### src/rtl/core/ttd_pkg.sv
// ttd_pkg: shared widths, command and gesture codes and types for the
// touch tap/drag classifier. No dependencies.
`timescale 1ns / 1ps

package ttd_pkg;

  // coordinate and field widths
  localparam int COORD_BITS = 16;
  localparam int POS_W      = COORD_BITS + 1;
  localparam int VAL_W      = 17;
  localparam int CFG_W      = 16;
  localparam int CFG_IDX_W  = 2;
  localparam int DIFF_W     = POS_W + 1;
  localparam int DIST_W     = DIFF_W + 1;
  localparam int CMP_W      = (DIST_W > CFG_W) ? DIST_W : CFG_W;

  // command queue geometry
  localparam int QDEPTH = 2;
  localparam int QPTR_W = $clog2(QDEPTH);
  localparam int QCNT_W = $clog2(QDEPTH + 1);

  // register reset values
  localparam logic [CFG_W-1:0] RESET_THRESHOLD = 16'd48;
  localparam logic [CFG_W-1:0] RESET_STEP      = 16'd8;

  // register indexes
  localparam logic [CFG_IDX_W-1:0] CFG_STREAM_MODE = 2'd0;
  localparam logic [CFG_IDX_W-1:0] CFG_DRAG_LIMIT  = 2'd1;
  localparam logic [CFG_IDX_W-1:0] CFG_MOVE_STEP   = 2'd2;

  // incoming event kinds
  localparam logic [2:0] EV_X      = 3'd0;
  localparam logic [2:0] EV_Y      = 3'd1;
  localparam logic [2:0] EV_ID     = 3'd2;
  localparam logic [2:0] EV_BUTTON = 3'd3;
  localparam logic [2:0] EV_SYNC   = 3'd4;

  typedef logic signed [POS_W-1:0] pos_t;
  localparam pos_t POS_UNKNOWN = '1;

  // classified command passed from front to back
  typedef enum logic [2:0] {
    CMD_SET_X = 3'd0,
    CMD_SET_Y = 3'd1,
    CMD_TRACK = 3'd2,
    CMD_PRESS = 3'd3,
    CMD_LIFT  = 3'd4,
    CMD_SYNC  = 3'd5
  } cmd_kind_t;

  typedef struct packed {
    cmd_kind_t kind;
    pos_t      pos;
  } cmd_t;

  // reported gesture codes
  typedef enum logic [2:0] {
    GK_TAP  = 3'd0,
    GK_DRAG = 3'd1,
    GK_DOWN = 3'd2,
    GK_MOVE = 3'd3,
    GK_UP   = 3'd4
  } gesture_t;

endpackage

### src/rtl/core/ttd_front.sv
// ttd_front: accepts touch events and classifies them into queue commands.
// Depends on ttd_pkg.
`timescale 1ns / 1ps

module ttd_front (
  input  logic                      in_valid,
  output logic                      in_ready,
  input  logic [2:0]                event_kind,
  input  logic signed [ttd_pkg::VAL_W-1:0] event_value,
  input  logic                      q_ready,
  output logic                      q_push,
  output ttd_pkg::cmd_t             q_cmd
);

  logic keep;

  // accept whenever the queue has room; ignored kinds are dropped here
  assign in_ready = q_ready;
  assign q_push   = in_valid && q_ready && keep;

  // classify the event
  always_comb begin
    keep       = 1'b1;
    q_cmd.pos  = ttd_pkg::pos_t'(event_value);
    q_cmd.kind = ttd_pkg::CMD_SYNC;
    case (event_kind)
      ttd_pkg::EV_X: begin
        q_cmd.kind = ttd_pkg::CMD_SET_X;
      end
      ttd_pkg::EV_Y: begin
        q_cmd.kind = ttd_pkg::CMD_SET_Y;
      end
      ttd_pkg::EV_ID: begin
        if (event_value == '1) begin
          q_cmd.kind = ttd_pkg::CMD_LIFT;
        end else begin
          q_cmd.kind = ttd_pkg::CMD_TRACK;
        end
      end
      ttd_pkg::EV_BUTTON: begin
        if (event_value != '0) begin
          q_cmd.kind = ttd_pkg::CMD_PRESS;
        end else begin
          q_cmd.kind = ttd_pkg::CMD_LIFT;
        end
      end
      ttd_pkg::EV_SYNC: begin
        q_cmd.kind = ttd_pkg::CMD_SYNC;
      end
      default: begin
        keep = 1'b0;
      end
    endcase
  end

endmodule

### src/rtl/core/ttd_queue.sv
// ttd_queue: small command queue between classifier front and gesture back.
// Depends on ttd_pkg.
`timescale 1ns / 1ps

module ttd_queue (
  input  logic          clk,
  input  logic          rst,
  input  logic          push,
  output logic          push_ready,
  input  ttd_pkg::cmd_t push_cmd,
  input  logic          pop,
  output logic          pop_valid,
  output ttd_pkg::cmd_t pop_cmd
);

  ttd_pkg::cmd_t               mem [ttd_pkg::QDEPTH];
  logic [ttd_pkg::QPTR_W-1:0]  wr_ptr;
  logic [ttd_pkg::QPTR_W-1:0]  rd_ptr;
  logic [ttd_pkg::QCNT_W-1:0]  count;

  assign push_ready = (count != ttd_pkg::QCNT_W'(ttd_pkg::QDEPTH));
  assign pop_valid  = (count != '0);
  assign pop_cmd    = mem[rd_ptr];

  // storage
  always_ff @(posedge clk) begin
    if (push) begin
      mem[wr_ptr] <= push_cmd;
    end
  end

  // pointers and fill count
  always_ff @(posedge clk) begin
    if (rst) begin
      wr_ptr <= '0;
      rd_ptr <= '0;
      count  <= '0;
    end else begin
      if (push) begin
        wr_ptr <= wr_ptr + 1'b1;
      end
      if (pop) begin
        rd_ptr <= rd_ptr + 1'b1;
      end
      if (push && !pop) begin
        count <= count + 1'b1;
      end else if (pop && !push) begin
        count <= count - 1'b1;
      end
    end
  end

endmodule

### src/rtl/core/ttd_back.sv
// ttd_back: gesture state, configuration registers and the result register.
// Depends on ttd_pkg.
`timescale 1ns / 1ps

module ttd_back (
  input  logic                           clk,
  input  logic                           rst,
  input  logic                           cfg_we,
  input  logic [ttd_pkg::CFG_IDX_W-1:0]  cfg_index,
  input  logic [ttd_pkg::CFG_W-1:0]      cfg_data,
  input  logic                           q_valid,
  input  ttd_pkg::cmd_t                  q_cmd,
  output logic                           q_pop,
  output logic                           out_valid,
  input  logic                           out_ready,
  output logic [2:0]                     gesture_kind,
  output logic signed [ttd_pkg::VAL_W-1:0] start_x,
  output logic signed [ttd_pkg::VAL_W-1:0] start_y,
  output logic signed [ttd_pkg::VAL_W-1:0] end_x,
  output logic signed [ttd_pkg::VAL_W-1:0] end_y
);

  // configuration
  logic                      stream_mode;
  logic [ttd_pkg::CFG_W-1:0] drag_limit;
  logic [ttd_pkg::CFG_W-1:0] move_step;

  // gesture state
  ttd_pkg::pos_t cur_x, cur_y, press_x, press_y, moved_x, moved_y;
  logic          is_touching, press_seen, stream_active;

  ttd_pkg::pos_t cur_x_next, cur_y_next, press_x_next, press_y_next;
  ttd_pkg::pos_t moved_x_next, moved_y_next;
  logic          is_touching_next, press_seen_next, stream_active_next;

  // result of this command
  logic              res_fire;
  ttd_pkg::gesture_t res_kind;
  logic              res_start;
  ttd_pkg::gesture_t out_kind;

  ttd_pkg::pos_t               px, py;
  logic [ttd_pkg::DIFF_W-1:0]  adx, ady, mdx, mdy;
  logic [ttd_pkg::DIST_W-1:0]  mdist;
  logic                        cur_known, is_drag, step_hit;

  function automatic logic [ttd_pkg::DIFF_W-1:0] absdiff(ttd_pkg::pos_t a,
                                                         ttd_pkg::pos_t b);
    logic signed [ttd_pkg::DIFF_W:0] d;
    d = (ttd_pkg::DIFF_W + 1)'(a) - (ttd_pkg::DIFF_W + 1)'(b);
    return d[ttd_pkg::DIFF_W] ? ttd_pkg::DIFF_W'(-d) : ttd_pkg::DIFF_W'(d);
  endfunction

  function automatic logic [ttd_pkg::VAL_W-1:0] to_port(ttd_pkg::pos_t p);
    return ttd_pkg::VAL_W'($unsigned(p));
  endfunction

  assign q_pop = q_valid && (!out_valid || out_ready);

  // press point fix-up before the gesture check
  always_comb begin
    if (is_touching && press_seen && press_x[ttd_pkg::POS_W-1]) begin
      px = cur_x;
      py = cur_y;
    end else begin
      px = press_x;
      py = press_y;
    end
  end

  // distances
  assign adx       = absdiff(cur_x, px);
  assign ady       = absdiff(cur_y, py);
  assign mdx       = absdiff(cur_x, moved_x);
  assign mdy       = absdiff(cur_y, moved_y);
  assign mdist     = {1'b0, mdx} + {1'b0, mdy};
  assign cur_known = !cur_x[ttd_pkg::POS_W-1] && !cur_y[ttd_pkg::POS_W-1];
  assign is_drag   = !px[ttd_pkg::POS_W-1] &&
                     ((ttd_pkg::CMP_W'(adx) > ttd_pkg::CMP_W'(drag_limit)) ||
                      (ttd_pkg::CMP_W'(ady) > ttd_pkg::CMP_W'(drag_limit)));
  assign step_hit  = ttd_pkg::CMP_W'(mdist) >= ttd_pkg::CMP_W'(move_step);

  // next state for the popped command
  always_comb begin
    cur_x_next         = cur_x;
    cur_y_next         = cur_y;
    press_x_next       = press_x;
    press_y_next       = press_y;
    moved_x_next       = moved_x;
    moved_y_next       = moved_y;
    is_touching_next   = is_touching;
    press_seen_next    = press_seen;
    stream_active_next = stream_active;
    res_fire           = 1'b0;
    res_kind           = ttd_pkg::GK_TAP;
    res_start          = 1'b0;
    case (q_cmd.kind)
      ttd_pkg::CMD_SET_X: begin
        cur_x_next = q_cmd.pos;
      end
      ttd_pkg::CMD_SET_Y: begin
        cur_y_next = q_cmd.pos;
      end
      ttd_pkg::CMD_TRACK, ttd_pkg::CMD_PRESS: begin
        if (q_cmd.kind == ttd_pkg::CMD_PRESS || !is_touching) begin
          is_touching_next = 1'b1;
          press_seen_next  = 1'b1;
          press_x_next     = cur_x;
          press_y_next     = cur_y;
        end
      end
      ttd_pkg::CMD_LIFT: begin
        is_touching_next = 1'b0;
      end
      ttd_pkg::CMD_SYNC: begin
        press_x_next = px;
        press_y_next = py;
        if (stream_mode) begin
          if (is_touching && !stream_active && cur_known) begin
            res_fire           = 1'b1;
            res_kind           = ttd_pkg::GK_DOWN;
            stream_active_next = 1'b1;
            moved_x_next       = cur_x;
            moved_y_next       = cur_y;
          end else if (is_touching && stream_active) begin
            if (step_hit) begin
              res_fire     = 1'b1;
              res_kind     = ttd_pkg::GK_MOVE;
              moved_x_next = cur_x;
              moved_y_next = cur_y;
            end
          end else if (!is_touching && stream_active) begin
            res_fire           = 1'b1;
            res_kind           = ttd_pkg::GK_UP;
            stream_active_next = 1'b0;
            press_seen_next    = 1'b0;
            press_x_next       = ttd_pkg::POS_UNKNOWN;
            press_y_next       = ttd_pkg::POS_UNKNOWN;
          end
        end else if (!is_touching && press_seen && cur_known) begin
          res_fire        = 1'b1;
          res_kind        = is_drag ? ttd_pkg::GK_DRAG : ttd_pkg::GK_TAP;
          res_start       = is_drag;
          press_seen_next = 1'b0;
          press_x_next    = ttd_pkg::POS_UNKNOWN;
          press_y_next    = ttd_pkg::POS_UNKNOWN;
        end
      end
      default: begin
      end
    endcase
  end

  // configuration registers
  always_ff @(posedge clk) begin
    if (rst) begin
      stream_mode <= 1'b0;
      drag_limit  <= ttd_pkg::RESET_THRESHOLD;
      move_step   <= ttd_pkg::RESET_STEP;
    end else if (cfg_we) begin
      case (cfg_index)
        ttd_pkg::CFG_STREAM_MODE: stream_mode <= cfg_data[0];
        ttd_pkg::CFG_DRAG_LIMIT:  drag_limit  <= cfg_data;
        ttd_pkg::CFG_MOVE_STEP:   move_step   <= cfg_data;
        default: begin
        end
      endcase
    end
  end

  // gesture state update
  always_ff @(posedge clk) begin
    if (rst) begin
      cur_x         <= ttd_pkg::POS_UNKNOWN;
      cur_y         <= ttd_pkg::POS_UNKNOWN;
      press_x       <= ttd_pkg::POS_UNKNOWN;
      press_y       <= ttd_pkg::POS_UNKNOWN;
      moved_x       <= ttd_pkg::POS_UNKNOWN;
      moved_y       <= ttd_pkg::POS_UNKNOWN;
      is_touching   <= 1'b0;
      press_seen    <= 1'b0;
      stream_active <= 1'b0;
    end else if (q_pop) begin
      cur_x         <= cur_x_next;
      cur_y         <= cur_y_next;
      press_x       <= press_x_next;
      press_y       <= press_y_next;
      moved_x       <= moved_x_next;
      moved_y       <= moved_y_next;
      is_touching   <= is_touching_next;
      press_seen    <= press_seen_next;
      stream_active <= stream_active_next;
    end
  end

  // result register valid
  always_ff @(posedge clk) begin
    if (rst) begin
      out_valid <= 1'b0;
    end else if (q_pop && res_fire) begin
      out_valid <= 1'b1;
    end else if (out_ready) begin
      out_valid <= 1'b0;
    end
  end

  // result register payload
  always_ff @(posedge clk) begin
    if (q_pop && res_fire) begin
      out_kind <= res_kind;
      start_x  <= res_start ? to_port(px) : '0;
      start_y  <= res_start ? to_port(py) : '0;
      end_x    <= to_port(cur_x);
      end_y    <= to_port(cur_y);
    end
  end

  assign gesture_kind = out_kind;

`ifndef ASSERT_OFF
  // start fields are only filled for a drag
  a_start_zero: assert property (@(posedge clk) disable iff (rst)
    out_valid && out_kind != ttd_pkg::GK_DRAG |-> start_x == '0 && start_y == '0)
    else $error("start fields set on a non-drag result");

  // a reported down opens the stream, a reported up closes it
  a_down_opens: assert property (@(posedge clk) disable iff (rst)
    q_pop && res_fire && res_kind == ttd_pkg::GK_DOWN |=> stream_active && out_valid)
    else $error("down result without active stream");

  a_up_closes: assert property (@(posedge clk) disable iff (rst)
    q_pop && res_fire && res_kind == ttd_pkg::GK_UP |=> !stream_active && !press_seen)
    else $error("up result left stream open");

  // a waiting result is never dropped
  a_hold: assert property (@(posedge clk) disable iff (rst)
    out_valid && !out_ready |=> out_valid)
    else $error("pending result lost");
`endif

endmodule

### src/rtl/core/touch_tap_drag_classifier.sv
// touch_tap_drag_classifier: top level; front classifier, command queue and
// gesture back end. Depends on ttd_pkg, ttd_front, ttd_queue, ttd_back.
//
//   channel | handshake            | payload
//   --------+----------------------+----------------------------------------
//   event   | in_valid / in_ready  | event_kind, event_value
//   gesture | out_valid / out_ready| gesture_kind, start_x/y, end_x/y
//   config  | cfg_valid / cfg_ready| cfg_index, cfg_data
//
// one event per cycle while the queue has room; the back end retires one queued
// command per cycle unless a result is held, and the output register loads on
// the edge that retires a sync, after the command has passed through the queue.
// reset (rst, synchronous) clears the queue, gesture state and registers.
// a held result stalls the back end; the two-entry queue keeps accepting until
// full. configuration writes are always taken.
`timescale 1ns / 1ps

module touch_tap_drag_classifier (
  input  logic                                  clk,
  input  logic                                  rst,
  input  logic                                  in_valid,
  output logic                                  in_ready,
  input  logic [2:0]                            event_kind,
  input  logic signed [ttd_pkg::VAL_W-1:0]      event_value,
  output logic                                  out_valid,
  input  logic                                  out_ready,
  output logic [2:0]                            gesture_kind,
  output logic signed [ttd_pkg::VAL_W-1:0]      start_x,
  output logic signed [ttd_pkg::VAL_W-1:0]      start_y,
  output logic signed [ttd_pkg::VAL_W-1:0]      end_x,
  output logic signed [ttd_pkg::VAL_W-1:0]      end_y,
  input  logic                                  cfg_valid,
  output logic                                  cfg_ready,
  input  logic [ttd_pkg::CFG_IDX_W-1:0]         cfg_index,
  input  logic [ttd_pkg::CFG_W-1:0]             cfg_data
);

  logic          q_ready, q_push, q_valid, q_pop;
  ttd_pkg::cmd_t push_cmd, pop_cmd;

  assign cfg_ready = 1'b1;

  // event front
  ttd_front u_front (
    .in_valid    (in_valid),
    .in_ready    (in_ready),
    .event_kind  (event_kind),
    .event_value (event_value),
    .q_ready     (q_ready),
    .q_push      (q_push),
    .q_cmd       (push_cmd)
  );

  // command queue
  ttd_queue u_queue (
    .clk        (clk),
    .rst        (rst),
    .push       (q_push),
    .push_ready (q_ready),
    .push_cmd   (push_cmd),
    .pop        (q_pop),
    .pop_valid  (q_valid),
    .pop_cmd    (pop_cmd)
  );

  // gesture back end
  ttd_back u_back (
    .clk          (clk),
    .rst          (rst),
    .cfg_we       (cfg_valid && cfg_ready),
    .cfg_index    (cfg_index),
    .cfg_data     (cfg_data),
    .q_valid      (q_valid),
    .q_cmd        (pop_cmd),
    .q_pop        (q_pop),
    .out_valid    (out_valid),
    .out_ready    (out_ready),
    .gesture_kind (gesture_kind),
    .start_x      (start_x),
    .start_y      (start_y),
    .end_x        (end_x),
    .end_y        (end_y)
  );

endmodule

### config.mk
export PLATFORM = sky130hd
export DESIGN_NAME = touch_tap_drag_classifier
export DESIGN_NICKNAME = d
export VERILOG_FILES = /design/src/rtl/core/ttd_pkg.sv /design/src/rtl/core/ttd_front.sv /design/src/rtl/core/ttd_queue.sv /design/src/rtl/core/ttd_back.sv /design/src/rtl/core/touch_tap_drag_classifier.sv
export SDC_FILE = /design/constraint.sdc
export NUM_CORES = 1
export LEC_CHECK = 0
export ABC_AREA = 0
export BUFFER_PORTS_ARGS = -buffer_cell sky130_fd_sc_hd__buf_2
export CORE_ASPECT_RATIO = 0.7
export CORE_MARGIN = 1.5
export CORE_UTILIZATION = 40
export CTS_CLUSTER_DIAMETER = 200
export DETAILED_ROUTE_END_ITERATION = 10
export PLACE_DENSITY = 0.61
export SYNTH_ARGS = -nofsm -noshare
export SYNTH_HDL_FRONTEND = slang
export SYNTH_HIERARCHICAL = 1
export SYNTH_SLANG_ARGS = --single-unit
### constraint.sdc
create_clock -name clk -period 12.43 [get_ports clk]
set_input_delay 2.486 -clock clk [delete_from_list [all_inputs] [get_ports clk]]
set_output_delay 2.486 -clock clk [all_outputs]
set_load 0.005 [all_outputs]
==> run summary <==
Outcome -> finished with violations
Violated checks -> design-rule violations
CP Launch Type -> flop
Clock buffer depth -> 3
TritonRoute pass-1 iters -> 8
Most frequent cell after synthesis -> a21oi_1
Async S/R FF share, synth -> 0%
GRT Residual Overflow -> 0
P&R area growth vs syn -> 10.6%
CTS-repair resized insts -> 0
Post-synthesis mux area share -> 3.19%
Maximum fanout along the worst path -> 41
Std-Cell Rows -> 62
Share of layout cells above drive strength 1 -> 10.5%
Total clock sinks -> 255
Pins Over Slew Limit -> 0
Compound-Gate Fraction of Synth Area -> 22.6%
Clk_skew -> 31.2 ps
Maximum clock frequency -> 119 MHz
1st-iter DRT viols -> 1456
Synth Register Bits -> 255
CP dominant cell by count -> a21oi_1
Slowest stage delay, CP -> 550 ps
Syn_nets -> 2031
CTS tree -> built
Area leader, netlist -> edfxtp_1
Top FF cell, synth -> dfxtp_1
WP buf/inv -> 3
XOR/XNOR Fraction of Synth Area -> 5.95%
Routed length per instance -> 20.8 microns
Measured slew at the worst slew-check pin -> 1060 ps
EDFF count, synth -> 111
Post-Syn Area -> 0.0168 sq mm
CP arrival -> 8640 ps
Place WS -> 4120 ps
RSZ-0062 raised after global routing -> no
Final setup viols -> 0
Largest family of logic cells by synthesized area -> compound AO/OA/AOI/OAI gates
Crit. End Element -> flop
Post-synthesis sequential area ratio -> 37.0%
Antenna Nets Post-Route -> 0
Most frequent cells after synthesis -> 183 x a21oi_1, 173 x nor2_1, 144 x dfxtp_1, 139 x ha_1, 119 x inv_1
Final min period -> 8410 ps
Distinct cells, synth -> 82
Starting density of the core -> 40.7%
Die Width -> 248 microns
Final Cycle Share -> 67.6%
Slowest-stage cell, CP -> a2111oi_0
Via density -> 5.77
Final Wtd Congestion -> 0.922
Number of port buffers -> 115
Vias -> 14290
Worst R2R Setup Slack -> 4020 ps
Worst setup margin -> 4020 ps
Vias in the first global route -> 13083
Hold Buf Count CTS -> 0
Root Buffer Master -> clkbuf_16
HPWL after detailed placement -> 38.5 mm
Worst setup path class -> flop to flop
Gr usage total -> 23.3%
Adder-cell share of the synthesized area -> 11.0%
DR DRC count -> 6
Total Wirelength -> 51.4 mm
Synth Area in Simple Gates -> 15.0%
Rel. slew slack -> 29.5%
Io pins -> 117
Die area -> 0.0432 sq mm
Synthesized area per cell -> 9.10 sq um
Synth top area cells -> edfxtp_1 20%, dfxtp_1 17%, ha_1 10%
Height of the die -> 174 microns
Largest net degree at the start of global routing -> 95
Setup TNS -> 0 ps
Final Hold Viols -> 0
TritonCTS buffer count -> 27
Gate Count Post-Synth -> 1844
Clock transition at path regs -> 70 ps
Ys Warns -> 6
Number of diodes -> 0
First-pass GRT wire length -> 77.0 mm
Initial antenna violation count -> 3
Worst-Skew Late Latency -> 560 ps
# Post-CTS Setup Buffers -> 0
Yosys top cell area share -> 19.9%
Hold WS -> 458 ps
Core box area -> 0.0412 sq mm
Hold Crit Class -> flop to flop
CP Data Required Time -> 12660 ps
Cell family with most CP delay -> compound AO/OA/AOI/OAI gates
Max-cap violations -> 0
H-tree levels -> 1
Layout Nets -> 2101
[cell families after synthesis]
logic type | after synthesis
XOR/XNOR | 114
other | 2
AND/OR/NAND/NOR | 511
AO/OA/AOI/OAI | 555
flip-flops | 255
multiplexers | 51
adder cells (fa/ha/maj) | 144
buffers and inverters | 212
[worst reg2reg max path: cells and delay by family (launching register included)]
| family | cells | cell delay [ps] |
|---|---|---|
| adder cells (fa/ha/maj) | 3 | 940 |
| buffers and inverters | 3 | 1090 |
| AND/OR/NAND/NOR | 3 | 420 |
| AO/OA/AOI/OAI | 20 | 4880 |
| flip-flops | 1 | 490 |
| XOR/XNOR | 2 | 230 |
[final cells by class]
| type | instances | area (sq um) |
|---|---|---|
| clock inverter | 17 | 97.6 |
| multi-input combinational | 1377 | 9700 |
| timing repair buffer | 134 | 721 |
| tap | 544 | 681 |
| inverter | 119 | 447 |
| fill | 3958 | 22600 |
| clock buffer | 32 | 694 |
| sequential | 255 | 6220 |
[flip-flops by register name, indices dropped and copies added, names as in the netlist, named ones only]
name                  flops
u_back/stream_mode        1
u_back/stream_active      1
u_back/end_y             17
u_back/cur_y             17
u_back/out_valid          1
u_back/move_step         16
u_back/drag_limit        16
u_queue/mem              40
u_back/moved_y           17
u_back/start_y           17
u_back/gesture_kind       3
u_back/start_x           17
u_back/is_touching        1
u_back/cur_x             17
u_back/press_y           17
u_back/moved_x           17
u_back/press_x           17
u_queue/rd_ptr            1
u_queue/wr_ptr            1
u_back/end_x             17
u_queue/count             2
u_back/press_seen         1
[metrics by stage]
stage	cell area, sq um	utilization [%]	instances
floorplan	16800	-	1844
global placement	17800	43.1	2429
detailed placement	17800	43.1	2429
CTS	18600	45.1	2478
global route	18600	45.1	2478
finish	18600	45.1	2478
[final timing paths]
check | startpoint | to | depth (start not counted)
max | u_back/cur_x[1] | u_back/start_x[12] | 31
min | u_back/move_step[4] | u_back/move_step[4] | 2
max reg2reg | u_back/cur_x[1] | u_back/start_x[12] | 31
min reg2reg | u_back/move_step[4] | u_back/move_step[4] | 2
[layer usage]
layer	vias up	part of all wire, %	wire (microns)	track usage [%]
met4	2	2.5	1290	5.88
met2	422	42	21400	33.4
met5	-	0.025	13	0
met3	73	6.4	3270	3.75
li1	6880	-	-	-
met1	6913	49	25400	35.7
[cell usage in the layout, fill, tap and decap left out, drive strengths merged, types with 77 or more instances in the layout]
cell type | synthesis | final
xnor2 | 77 | 77
dfxtp | 144 | 144
inv | 119 | 122
ha | 139 | 139
nand2 | 110 | 110
nor2 | 173 | 173
edfxtp | 111 | 111
a21oi | 184 | 184
a211o | 111 | 111
buf | 34 | 134
Power is left out: the tool's default activity adds up to more than one toggle a clock period on the data nets, which glitch-free logic cannot reach.
